File: config.mk
export PLATFORM = sky130hd
export DESIGN_NAME = key_event_detector_top_flat
export DESIGN_NICKNAME = d
export VERILOG_FILES = /design/src/hw/rtl/ked_pkg.sv /design/src/hw/rtl/ked_scan_if.sv /design/src/hw/rtl/ked_result_if.sv /design/src/hw/rtl/ked_lane.sv /design/src/hw/rtl/ked_merge.sv /design/src/hw/rtl/key_event_detector_top.sv /design/src/flat_wrapper.sv
export SDC_FILE = /design/constraint.sdc
export NUM_CORES = 2
export LEC_CHECK = 0
export BUFFER_PORTS_ARGS = -buffer_cell sky130_fd_sc_hd__buf_2
export CAP_MARGIN = 20
export CORE_AREA = 3 3 427 429
export CTS_CLUSTER_SIZE = 16
export DETAILED_ROUTE_END_ITERATION = 8
export DIE_AREA = 0 0 430 432
export RECOVER_POWER = 100
export SLEW_MARGIN = 20
export SYNTH_ARGS = -nofsm -noshare
export SYNTH_HDL_FRONTEND = slang
export SYNTH_SLANG_ARGS = --single-unit
File: constraint.sdc
create_clock -name clk -period 9.6 [get_ports clk]
set_clock_uncertainty 0.1 [all_clocks]
set_input_delay 0 -clock clk [delete_from_list [all_inputs] [get_ports clk]]
set_output_delay 0 -clock clk [all_outputs]
set_load 0.1 [all_outputs]
File: src/hw/rtl/ked_pkg.sv
package ked_pkg;

	localparam int KEY_BITS = 10;
	localparam int TIME_W   = 32;
	localparam int CFG_W    = 16;
	localparam int EV_W     = 3;
	localparam int TALLY_W  = 2;
	localparam int CODES_W  = KEY_BITS * EV_W;

	localparam logic [TALLY_W-1:0] DOUBLE_COUNT = TALLY_W'(2);

	localparam logic [CFG_W-1:0] LONG_PRESS_RST   = CFG_W'(1000);
	localparam logic [CFG_W-1:0] DOUBLE_CLICK_RST = CFG_W'(300);

	typedef enum logic [0:0] {
		CFG_LONG_PRESS   = 1'b0,
		CFG_DOUBLE_CLICK = 1'b1
	} cfg_idx_t;

	typedef enum logic [EV_W-1:0] {
		EV_NONE    = 3'd0,
		EV_PRESS   = 3'd1,
		EV_RELEASE = 3'd2,
		EV_LONG    = 3'd3,
		EV_DOUBLE  = 3'd4
	} ev_code_t;

	typedef struct packed {
		logic     pressed;
		logic     long_hit;
		ev_code_t code;
	} lane_res_t;

endpackage

File: src/hw/rtl/ked_scan_if.sv
interface ked_scan_if;
	logic                        valid;
	logic                        ready;
	logic [ked_pkg::KEY_BITS-1:0] pin_levels;
	logic [ked_pkg::TIME_W-1:0]   now_ms;
	logic [ked_pkg::KEY_BITS-1:0] clear_mask;

	modport source (output valid, output pin_levels, output now_ms, output clear_mask,
		input ready);
	modport sink (input valid, input pin_levels, input now_ms, input clear_mask,
		output ready);
endinterface

File: src/hw/rtl/ked_result_if.sv
interface ked_result_if;
	logic                        valid;
	logic                        ready;
	logic [ked_pkg::KEY_BITS-1:0] pressed_mask;
	logic [ked_pkg::KEY_BITS-1:0] long_mask;
	logic [ked_pkg::CODES_W-1:0]  event_codes;

	modport source (output valid, output pressed_mask, output long_mask, output event_codes,
		input ready);
	modport sink (input valid, input pressed_mask, input long_mask, input event_codes,
		output ready);
endinterface

File: src/hw/rtl/ked_lane.sv
module ked_lane (
	input  logic                       clk,
	input  logic                       arst_n,
	input  logic                       accept,
	input  logic                       pin_level,
	input  logic                       clear,
	input  logic [ked_pkg::TIME_W-1:0] now_ms,
	input  logic [ked_pkg::CFG_W-1:0]  long_press_ms,
	input  logic [ked_pkg::CFG_W-1:0]  double_click_ms,
	output ked_pkg::lane_res_t         res
);
	import ked_pkg::*;

	logic               last_raw_q, last_raw_d;
	logic               stable_q, stable_d;
	logic [TIME_W-1:0]  press_stamp_q, press_stamp_d;
	logic               long_done_q, long_done_d;
	logic [TALLY_W-1:0] tally_q, tally_d, tally_inc;
	logic [TIME_W-1:0]  last_press_q, last_press_d;
	ev_code_t           latch_q, latch_d;
	logic               raw;
	logic [TIME_W-1:0]  press_gap;
	logic [TIME_W-1:0]  hold_time;

	assign raw       = ~pin_level;
	assign press_gap = now_ms - last_press_q;
	assign tally_inc = tally_q + TALLY_W'(1);

	always_comb begin
		last_raw_d    = raw;
		stable_d      = stable_q;
		press_stamp_d = press_stamp_q;
		long_done_d   = long_done_q;
		tally_d       = tally_q;
		last_press_d  = last_press_q;
		latch_d       = clear ? EV_NONE : latch_q;
		if (raw == last_raw_q) begin
			if (raw != stable_q) begin
				stable_d = raw;
				if (raw) begin
					press_stamp_d = now_ms;
					long_done_d   = 1'b0;
					last_press_d  = now_ms;
					latch_d       = EV_PRESS;
					if (press_gap < TIME_W'(double_click_ms)) begin
						if (tally_inc >= DOUBLE_COUNT) begin
							latch_d = EV_DOUBLE;
							tally_d = '0;
						end else begin
							tally_d = tally_inc;
						end
					end else begin
						tally_d = TALLY_W'(1);
					end
				end else begin
					latch_d = EV_RELEASE;
				end
			end
		end
		hold_time = now_ms - press_stamp_d;
		// long press is checked only on a scan whose level matched the last one
		if (raw == last_raw_q && stable_d && !long_done_d &&
				hold_time >= TIME_W'(long_press_ms)) begin
			long_done_d = 1'b1;
			latch_d     = EV_LONG;
		end
	end

	always_ff @(posedge clk or negedge arst_n) begin
		if (!arst_n) begin
			last_raw_q    <= 1'b0;
			stable_q      <= 1'b0;
			press_stamp_q <= '0;
			long_done_q   <= 1'b0;
			tally_q       <= '0;
			last_press_q  <= '0;
			latch_q       <= EV_NONE;
		end else if (accept) begin
			last_raw_q    <= last_raw_d;
			stable_q      <= stable_d;
			press_stamp_q <= press_stamp_d;
			long_done_q   <= long_done_d;
			tally_q       <= tally_d;
			last_press_q  <= last_press_d;
			latch_q       <= latch_d;
		end
	end

	assign res.pressed  = stable_d;
	assign res.long_hit = long_done_d;
	assign res.code     = latch_d;
endmodule

File: src/hw/rtl/ked_merge.sv
module ked_merge (
	input  logic                                     clk,
	input  logic                                     arst_n,
	input  logic                                     accept,
	input  ked_pkg::lane_res_t [ked_pkg::KEY_BITS-1:0] lane_res,
	output logic                                     in_ready,
	ked_result_if.source                             result
);
	import ked_pkg::*;

	logic [KEY_BITS-1:0] new_pressed, new_long;
	logic [CODES_W-1:0]  new_codes;
	logic [KEY_BITS-1:0] out_pressed_q, out_long_q, skid_pressed_q, skid_long_q;
	logic [CODES_W-1:0]  out_codes_q, skid_codes_q;
	logic                out_v_q, skid_v_q;
	logic                pop;

	always_comb begin
		for (int k = 0; k < KEY_BITS; k++) begin
			new_pressed[k]          = lane_res[k].pressed;
			new_long[k]             = lane_res[k].long_hit;
			new_codes[k*EV_W +: EV_W] = lane_res[k].code;
		end
	end

	assign in_ready = !skid_v_q;
	assign pop      = out_v_q && result.ready;

	always_ff @(posedge clk or negedge arst_n) begin
		if (!arst_n) begin
			out_v_q  <= 1'b0;
			skid_v_q <= 1'b0;
		end else if (!out_v_q || pop) begin
			out_v_q  <= skid_v_q || accept;
			skid_v_q <= 1'b0;
		end else if (accept) begin
			skid_v_q <= 1'b1;
		end
	end

	always_ff @(posedge clk) begin
		if (!out_v_q || pop) begin
			if (skid_v_q) begin
				out_pressed_q <= skid_pressed_q;
				out_long_q    <= skid_long_q;
				out_codes_q   <= skid_codes_q;
			end else if (accept) begin
				out_pressed_q <= new_pressed;
				out_long_q    <= new_long;
				out_codes_q   <= new_codes;
			end
		end else if (accept) begin
			// output stalled: park the item in the skid stage
			skid_pressed_q <= new_pressed;
			skid_long_q    <= new_long;
			skid_codes_q   <= new_codes;
		end
	end

	assign result.valid        = out_v_q;
	assign result.pressed_mask = out_pressed_q;
	assign result.long_mask    = out_long_q;
	assign result.event_codes  = out_codes_q;
endmodule

File: src/hw/rtl/key_event_detector_top.sv
// channel  | dir | fields                                  | accept
// scan     | in  | pin_levels, now_ms, clear_mask          | valid && ready
// result   | out | pressed_mask, long_mask, event_codes    | valid && ready
// cfg      | in  | cfg_we, cfg_index, cfg_data (no reply)  | cfg_we
// One scan item a cycle while ready is high: every key has its own lane, all
// lanes update in the cycle the item is taken, and the result is registered.
// A two-entry output stage (register plus skid) lets one more item in while
// a result is stalled; ready drops only when both entries are full.
// Reset: all key state, latches and valid flags clear at once; thresholds
// return to 1000 ms and 300 ms. No clearing pass.
module key_event_detector_top #(
	parameter int NUM_KEYS = 10
) (
	input  logic                      clk,
	input  logic                      arst_n,
	ked_scan_if.sink                  scan,
	ked_result_if.source              result,
	input  logic                      cfg_we,
	input  ked_pkg::cfg_idx_t         cfg_index,
	input  logic [ked_pkg::CFG_W-1:0] cfg_data
);
	import ked_pkg::*;

	logic [CFG_W-1:0] long_press_q, double_click_q;
	logic             accept;
	logic             in_ready;
	lane_res_t [KEY_BITS-1:0] lane_res;

	always_ff @(posedge clk or negedge arst_n) begin
		if (!arst_n) begin
			long_press_q   <= LONG_PRESS_RST;
			double_click_q <= DOUBLE_CLICK_RST;
		end else if (cfg_we) begin
			unique case (cfg_index)
				CFG_LONG_PRESS:   long_press_q   <= cfg_data;
				CFG_DOUBLE_CLICK: double_click_q <= cfg_data;
				default: ;
			endcase
		end
	end

	assign scan.ready = in_ready;
	assign accept     = scan.valid && in_ready;

	for (genvar k = 0; k < KEY_BITS; k++) begin : g_lane
		if (k < NUM_KEYS) begin : g_on
			ked_lane u_lane (
				.clk             (clk),
				.arst_n          (arst_n),
				.accept          (accept),
				.pin_level       (scan.pin_levels[k]),
				.clear           (scan.clear_mask[k]),
				.now_ms          (scan.now_ms),
				.long_press_ms   (long_press_q),
				.double_click_ms (double_click_q),
				.res             (lane_res[k])
			);
		end else begin : g_off
			assign lane_res[k] = '0;
		end
	end

	ked_merge u_merge (
		.clk      (clk),
		.arst_n   (arst_n),
		.accept   (accept),
		.lane_res (lane_res),
		.in_ready (in_ready),
		.result   (result)
	);
endmodule

File: src/flat_wrapper.sv
// flat-port wrapper written by rule: the top's interface ports become plain ports
module key_event_detector_top_flat import ked_pkg::*;
#(
	parameter int NUM_KEYS = 10
)
  (clk, arst_n, cfg_we, cfg_index, cfg_data, scan_valid, scan_pin_levels, scan_now_ms, scan_clear_mask, scan_ready, result_valid, result_pressed_mask, result_long_mask, result_event_codes, result_ready);
  ked_scan_if scan_i ();
  ked_result_if result_i ();
  input  logic clk;
  input  logic arst_n;
  input  logic cfg_we;
  input  ked_pkg::cfg_idx_t cfg_index;
  input  logic [ked_pkg::CFG_W-1:0] cfg_data;
  input wire logic [$bits(scan_i.valid)-1:0] scan_valid;
  input wire logic [$bits(scan_i.pin_levels)-1:0] scan_pin_levels;
  input wire logic [$bits(scan_i.now_ms)-1:0] scan_now_ms;
  input wire logic [$bits(scan_i.clear_mask)-1:0] scan_clear_mask;
  output wire logic [$bits(scan_i.ready)-1:0] scan_ready;
  output wire logic [$bits(result_i.valid)-1:0] result_valid;
  output wire logic [$bits(result_i.pressed_mask)-1:0] result_pressed_mask;
  output wire logic [$bits(result_i.long_mask)-1:0] result_long_mask;
  output wire logic [$bits(result_i.event_codes)-1:0] result_event_codes;
  input wire logic [$bits(result_i.ready)-1:0] result_ready;
  assign scan_i.valid = scan_valid;
  assign scan_i.pin_levels = scan_pin_levels;
  assign scan_i.now_ms = scan_now_ms;
  assign scan_i.clear_mask = scan_clear_mask;
  assign scan_ready = scan_i.ready;
  assign result_valid = result_i.valid;
  assign result_pressed_mask = result_i.pressed_mask;
  assign result_long_mask = result_i.long_mask;
  assign result_event_codes = result_i.event_codes;
  assign result_i.ready = result_ready;
  key_event_detector_top #(.NUM_KEYS(NUM_KEYS)) u_core (.clk(clk), .arst_n(arst_n), .scan(scan_i), .result(result_i), .cfg_we(cfg_we), .cfg_index(cfg_index), .cfg_data(cfg_data));
endmodule
### Word level (Yosys, flattened, before mapping)

Index checks and enable logic that the tools add are counted.

| operators by class | value |
|---|---|
| add/subtract/negate cells | 30 |
| order comparisons | 30 |
| equal/unequal tests | 20 |
| mux-type cells | 188 |
| bitwise gates (word level) | 12 |
| reductions and logical operators | 62 |

Operators by type and width:

| cell | number |
|---|---|
| $mux W32 | 30 |
| $sub A32 B32 Y32 | 20 |
| $ge A32 B16 Y1 | 10 |
| $lt A32 B16 Y1 | 10 |
| $mux W3 | 70 |
| $mux W1 | 62 |
| $mux W30 | 2 |
| $mux W10 | 4 |
| $mux W2 | 20 |
| $reduce_and A4 Y1 | 10 |
| $logic_and A1 B1 Y1 | 32 |
| $add A2 B1 Y2 const B | 10 |
| $ge A2 B2 Y1 const B | 10 |
| $logic_not A1 Y1 | 12 |
| $not A1 Y1 | 12 |
| $eq A1 B1 Y1 | 10 |
| $ne A1 B1 Y1 | 10 |
| $reduce_and A2 Y1 | 4 |
| $reduce_bool A2 Y1 | 2 |
| $logic_or A1 B1 Y1 | 2 |

| word-level totals | value |
|---|---|
| register bits | 854 |
| input port bits | 74 |
| output and inout port bits | 52 |
| word-level logic and storage cells | 422 |

### Depth between registers and ports, before layout

| logic depth | value |
|---|---|
| depth after elaboration | 10 |
| depth in mapped cells | 28 |
| gate-level depth less buffers | 28 |

### Cells and area by module

From an unflattened synthesis, not the netlist that was laid out.

| unflattened totals | value |
|---|---|
| cells, all modules | 10,299 |
| area total of the unflattened synthesis | 82,302.7 µm² |

By module, submodules not included:

| module | times used | cells each | area an instance (µm²) |
|---|---|---|---|
| ked_lane at u_core.g_lane[1].g_on.u_lane ... | 5 | 1,005 | 7,681.1 |
| ked_lane at u_core.g_lane[9].g_on.u_lane | 1 | 1,025 | 7,857.5 |
| ked_lane at u_core.g_lane[8].g_on.u_lane | 1 | 1,024 | 7,833.8 |
| ked_lane at u_core.g_lane[2].g_on.u_lane | 1 | 1,024 | 7,813.7 |
| ked_lane at u_core.g_lane[3].g_on.u_lane | 1 | 997 | 7,664.9 |
| ked_lane at u_core.g_lane[0].g_on.u_lane | 1 | 968 | 7,512.2 |
| ked_merge | 1 | 166 | 3,943.8 |
| key_event_detector_top | 1 | 70 | 1,271.2 |

### Worst setup path after synthesis

OpenSTA, ideal clock, no wires.

| timing path | value |
|---|---|
| kind | reg-to-reg |
| start | register u_core.g_lane[1].g_on.u_lane.last_raw_q |
| end | register u_core.u_merge.out_codes_q[4], in the netlist u_core.u_merge.result.event_codes[4], data pin |
| library setup time | 260 ps |
| arrival time | 5,831 ps |
| data required time | 9,240 ps |
| path slack | 3,409 ps |
| stages on the path, launching flop included | 24 |
| path buffers | 1 |
| period minus slack after synthesis | 6,191 ps |
| cell sequence | dfrtp_1 > ha_1 > nor3_1 > clkbuf_1 > mux2i_1 > ha_1 > a21oi_1 > nand2_1 > nor2_1 > o21ai_0 > a21o_1 > a21oi_1 > xnor2_1 > ha_1 > a21o_1 > a211oi_1 > o211ai_1 > o21ai_0 > o211ai_1 > or4_1 > or4_1 > o41ai_2 > o22ai_1 > mux2_2 |

| on the way | value |
|---|---|
| word-level cells in the longest chain between the ends | 8 |

Ends and longest elaborated chain:

| what | RTL line | RTL |
|---|---|---|
| from (decl) | ked_lane.sv:14 | `logic last_raw_q, last_raw_d;` |
| from (signal assigned) | ked_lane.sv:79 | `last_raw_q <= last_raw_d;` |
| $eq A1 B1 Y1 (*) | ked_lane.sv:37, ked_lane.sv:62 |  |
| $mux W32 or $mux W1 (tied branches) | ked_lane.sv:37 | `if (raw == last_raw_q) begin` |
| $sub A32 B32 Y32 (tied with other cells) | ked_lane.sv:60 | `hold_time = now_ms - press_stamp_d;` |
| $ge A32 B16 Y1 or $logic_and A1 B1 Y1 (tied branches) | ked_lane.sv:63, ked_lane.sv:62 |  |
| $logic_and A1 B1 Y1 | ked_lane.sv:62 | `if (raw == last_raw_q && stable_d && !long_done_d &&` |
| $mux W3 (*) | ked_lane.sv:62 |  |
| named net u_core.g_lane[1].g_on.u_lane.latch_d[1] | ked_lane.sv:20 | `ev_code_t latch_q, latch_d;` |
| $mux W30 (*) | ked_merge.sv:47 | `end else if (accept) begin` |
| $mux W30 (*) | ked_merge.sv:43 | `if (skid_v_q) begin` |
| to (signal assigned) | ked_merge.sv:46 | `out_codes_q <= skid_codes_q;` |
| to (signal assigned) | ked_merge.sv:50 | `out_codes_q <= new_codes;` |
| to (decl) | ked_merge.sv:14 | `logic [CODES_W-1:0] out_codes_q, skid_codes_q;` |

Mark *: on every way through the listed nets, which the timed path passes. The rest lies on a longest branch. The select of a mux whose other input is x is not followed.
A chain may end at the register's enable or synchronous reset.

### Worst setup path in the final report

| timing path | value |
|---|---|
| start | input scan_now_ms[0] |
| end | register u_core.u_merge.out_codes_q[4], in the netlist u_core.u_merge.result.event_codes[4], data pin |

| on the way | value |
|---|---|
| word-level cells in the longest chain between the ends | 9 |

Ends and longest elaborated chain:

| what | RTL line | RTL |
|---|---|---|
| from (decl) | flat_wrapper.sv:16 | `input wire logic [$bits(scan_i.now_ms)-1:0] scan_now_ms;` |
| $mux W32 | ked_lane.sv:40 | `if (raw) begin` |
| $mux W32 | ked_lane.sv:38 | `if (raw != stable_q) begin` |
| $mux W32 | ked_lane.sv:37 |  |
| named net u_core.g_lane[1].g_on.u_lane.press_stamp_d[0] | ked_lane.sv:16 | `logic [TIME_W-1:0] press_stamp_q, press_stamp_d;` |
| $sub A32 B32 Y32 | ked_lane.sv:60 |  |
| $ge A32 B16 Y1 | ked_lane.sv:63 | `hold_time >= TIME_W'(long_press_ms)) begin` |
| $logic_and A1 B1 Y1 | ked_lane.sv:62 |  |
| $mux W3 | ked_lane.sv:62 |  |
| named net u_core.g_lane[1].g_on.u_lane.latch_d[1] | ked_lane.sv:20 |  |
| $mux W30 | ked_merge.sv:47 |  |
| $mux W30 | ked_merge.sv:43 |  |

The timed path passes the listed nets, and every way through them passes these cells. The select of a mux whose other input is x is not followed.

==> impl_metrics.csv <==
group,metric,value,unit
clocking,ctsHoldBuffers,114,
floorplanning,fp.dieW,430,um
synth,synth.yosys.seq_area_share,27.2,%
timing,tns,0,ns
critical_path,path_cells,"dlygate4sd3_1 > buf_2 > inv_1 > clkbuf_1 > o21ai_0 > ha_1 > fa_1 > nand2b_1 > a21oi_1 > nor3b_1 > o31ai_1 > a21oi_1 > o21bai_1 > xor2_1 > ha_1 > nor2b_1 > o21ai_0 > o211a_1 > o211ai_1 > or4_1 > or4_1 > o41ai_2 > o22ai_1 > mux2_2",
global_route,antenna_found_initial,10,
clocking,post_cts_buffers,0,
clocking,cts_resized,0,
critical_path,slowest_delay,1.55,ns
synth,synth_area_leader_cell,"dfrtp_1",
global_route,grtUsageTotal,28.6,%
synth,dominantRegCellSynth,"dfrtp_1",
synth,yosysWarnings,0,
place,gp_congestion,0.957,
detailed_routing,wirelength,274,mm
synth,synth_fp_nets,10900,
timing,fmax,121,MHz
critical_path,crit_path_max_fanout,20,
synth,synth_top_area_share,23.2,%
finish,area_growth,9.53,%
timing,rsz0062_at_grt,"no",
timing,layout_setup_ws,1.32,ns
status,status,"finished, violations left",
place,port_buffers,125,
power,vdd_ir_drop_max,0.205,mV
timing,slew_violations,1764,
synth,netlist_area,0.0804,mm2
global_route,grt_pass1_vias,70700,
synth,ys_types,98,
detailed_routing,route.detailed.drc,0,
critical_path,critPathArrivalTime,8.67,ns
critical_path,critical_path_buf_inv_count,4,
timing,setup_viol,0,
synth,synth-edff-count,100,
power,power,29200,uW
timing,worst_pin_slew,4.41,ns
timing,period_share,86.2,%
timing,finalHoldViolations,0,
global_route,grt_pass1_wl,419,mm
critical_path,crit_family,"buffers and inverters",
synth,async_flop_share,88.3,%
finish,fillers,17300,
power,p_leak,0.0381,uW
synth,synth_area_leaders,"dfrtp_1 (23%), ha_1 (15%), o21ai_0 (6.5%)",
critical_path,endpoint_kind,"register",
global_route,grt_max_degree,122,
place,pre_cts_slack,2.55,ns
detailed_routing,dr.pass1.iters,6,
detailed_routing,postRouteAntennaNets,0,
floorplanning,io_pins,126,
clocking,path_clk_slew,0.06,ns
clocking,cts_made_buffers,109,
run,drv_cap,37,
synth,syn_inst,9849,
detailed_routing,viasPerCell,6.01,
critical_path,worst_setup_path_start_kind,"input pin",
clocking,htreeDepth,3,
status,failed_checks,"capacitance limit, slew limit",
synth,syn_area_per_cell,8.16,um2
floorplanning,die-area,0.186,mm2
floorplanning,fp.dieH,432,um
clocking,max-clock-path-buffers,3,
floorplanning,placeableCoreArea,0.179,mm2
detailed_routing,wl_per_cell,22.2,um
clocking,clkSinkCount,854,
detailed_routing,drt_iter0_drc,6010,
global_route,grt_overflow,0,
finish,fin_util,49.3,%
power,power_density,331,mW/mm2
clocking,cts_root_buffer,"clkbuf_16",
finish,drive_gt1_share,6.24,%
timing,fin_crit,8.28,ns
critical_path,required,10.00,ns
clocking,clock_latency,0.79,ns
critical_path,worstSetupPathType,"in -> reg",
floorplanning,initial_utilization,45.0,%
timing,slew_headroom,-194,%
floorplanning,rows,155,
clocking,cts_tree,"built",
detailed_routing,vias,74000,
place,dp_hpwl,196,mm
critical_path,cp_slowest_cell,"clkbuf_1",
hold_path,hold_path_class,"in -> reg",
synth,synth_seq_cells,854,
finish,layout.nets,10900,
## cell type report
| cell class | count | area, um2 | share of cell area (%) |
|---|---|---|---|
| multi-input combinational | 7950 | 54600 | 62.0 |
| sequential | 854 | 21900 | 24.8 |
| clock buffer | 136 | 2950 | 3.35 |
| tap | 2355 | 2950 | 3.35 |
| timing repair buffer | 368 | 2590 | 2.94 |
| inverter | 579 | 2170 | 2.47 |
| clock inverter | 71 | 900 | 1.02 |
| antenna | 5 | 12.5 | 0.0142 |
## logic make-up after synthesis
family / count (synthesis) / share of synthesized area [%]
AO/OA/AOI/OAI: 3125 / 24.0
AND/OR/NAND/NOR: 2865 / 16.5
buffers and inverters: 1045 / 4.90
adder cells (fa/ha/maj): 1000 / 15.7
flip-flops: 854 / 27.2
multiplexers: 525 / 6.85
XOR/XNOR: 435 / 4.74
## state kept, by name, indices dropped and copies added (netlist names)
name / count
u_core.u_merge.skid_codes_q: 30
u_core.u_merge.skid_v_q: 1
u_core.g_lane.g_on.u_lane.last_raw_q: 10
u_core.g_lane.g_on.u_lane.tally_q: 20
u_core.u_merge.result.valid: 1
u_core.g_lane.g_on.u_lane.long_done_q: 10
u_core.u_merge.skid_pressed_q: 10
u_core.g_lane.g_on.u_lane.last_press_q: 320
u_core.u_merge.result.pressed_mask: 10
u_core.g_lane.g_on.u_lane.press_stamp_q: 320
u_core.u_merge.result.long_mask: 10
u_core.g_lane.g_on.u_lane.stable_q: 10
u_core.double_click_q: 16
u_core.long_press_q: 16
u_core.g_lane.g_on.u_lane.latch_q: 30
u_core.u_merge.skid_long_q: 10
u_core.u_merge.result.event_codes: 30
## stage by stage
| step | hold slack, ns | area (um2) | std cells |
|---|---|---|---|
| 6_report | 0.0266 | 88100 | 12300 |
| 4_1_cts | 0.0385 | 88400 | 12300 |
| 3_3_place_gp | -0.0438 | 83400 | 12000 |
| 2_1_floorplan | -0.396 | 80400 | 9849 |
| 3_5_place_dp | -0.0464 | 83400 | 12000 |
| 5_1_grt | 0.0324 | 88100 | 12300 |
## layout by cell type (no fill, tap or decap), types with 78 or more instances in the layout
cell type,n
nand2_1,1267
o21ai_0,1053
ha_1,980
a21oi_1,814
dfrtp_1,744
inv_1,578
nor2_1,540
mux2i_1,328
xnor2_1,253
a21o_1,218
mux2_2,191
xor2_1,182
nand4_1,179
nand3_1,175
nor3_1,149
o21a_1,120
dlygate4sd3_1,113
o211ai_1,112
clkbuf_16,111
clkbuf_1,111
a211oi_1,109
buf_4,107
edfxtp_1,100
a31oi_1,85
nand2b_1,78
## power breakdown
group	switching, uW	internal [uW]
clock	1800	2650
combinational	11600	7560
sequential	544	5040
## synthesized netlist by cell type, types with 179 or more instances
cell,count
o21ai_0,1052
mux2_2,195
dfrtp_1,744
nand4_1,179
inv_1,578
mux2i_1,328
nor2_1,540
clkbuf_1,440
xnor2_1,253
a21o_1,218
xor2_1,182
a21oi_1,814
ha_1,980
nand2_1,1267
## worst min-delay path: stages
cell           delay (ns)
dlygate4sd3_1        0.52
buf_2                0.09
nand2b_1             0.17
nor2_1               0.07
## layer usage
| metal | GRT usage [%] | wire, um | up-vias | part of all wire, % |
|---|---|---|---|---|
| li1 | - | - | 36000 | - |
| met1 | 39.0 | 126000 | 35600 | 46 |
| met2 | 47.2 | 123000 | 1967 | 45 |
| met3 | 2.72 | 12500 | 435 | 4.6 |
| met4 | 10.3 | 11400 | 0 | 4.2 |
| met5 | 0 | 0 | - | 0 |
## worst paths after layout
path / from / endpoint / slack, ns / cells past startpoint
worst max-delay path: scan_now_ms[0] / u_core.u_merge.result.event_codes[4] / 1.32 / 24
worst min-delay path: result_ready / u_core.u_merge.skid_v_q / 0.03 / 4
worst max register to register: u_core.g_lane[0].g_on.u_lane.stable_q / u_core.u_merge.result.event_codes[1] / 1.57 / 26
worst min register to register: u_core.g_lane[6].g_on.u_lane.press_stamp_q[0] / u_core.g_lane[6].g_on.u_lane.press_stamp_q[0] / 0.37 / 2
max in group asynchronous: arst_n / u_core.g_lane[3].g_on.u_lane.press_stamp_q[30] / 3.36 / 5
min in group asynchronous: arst_n / u_core.g_lane[7].g_on.u_lane.last_press_q[22] / 1.05 / 4
Note: power is estimated with default switching activity, not from simulation.
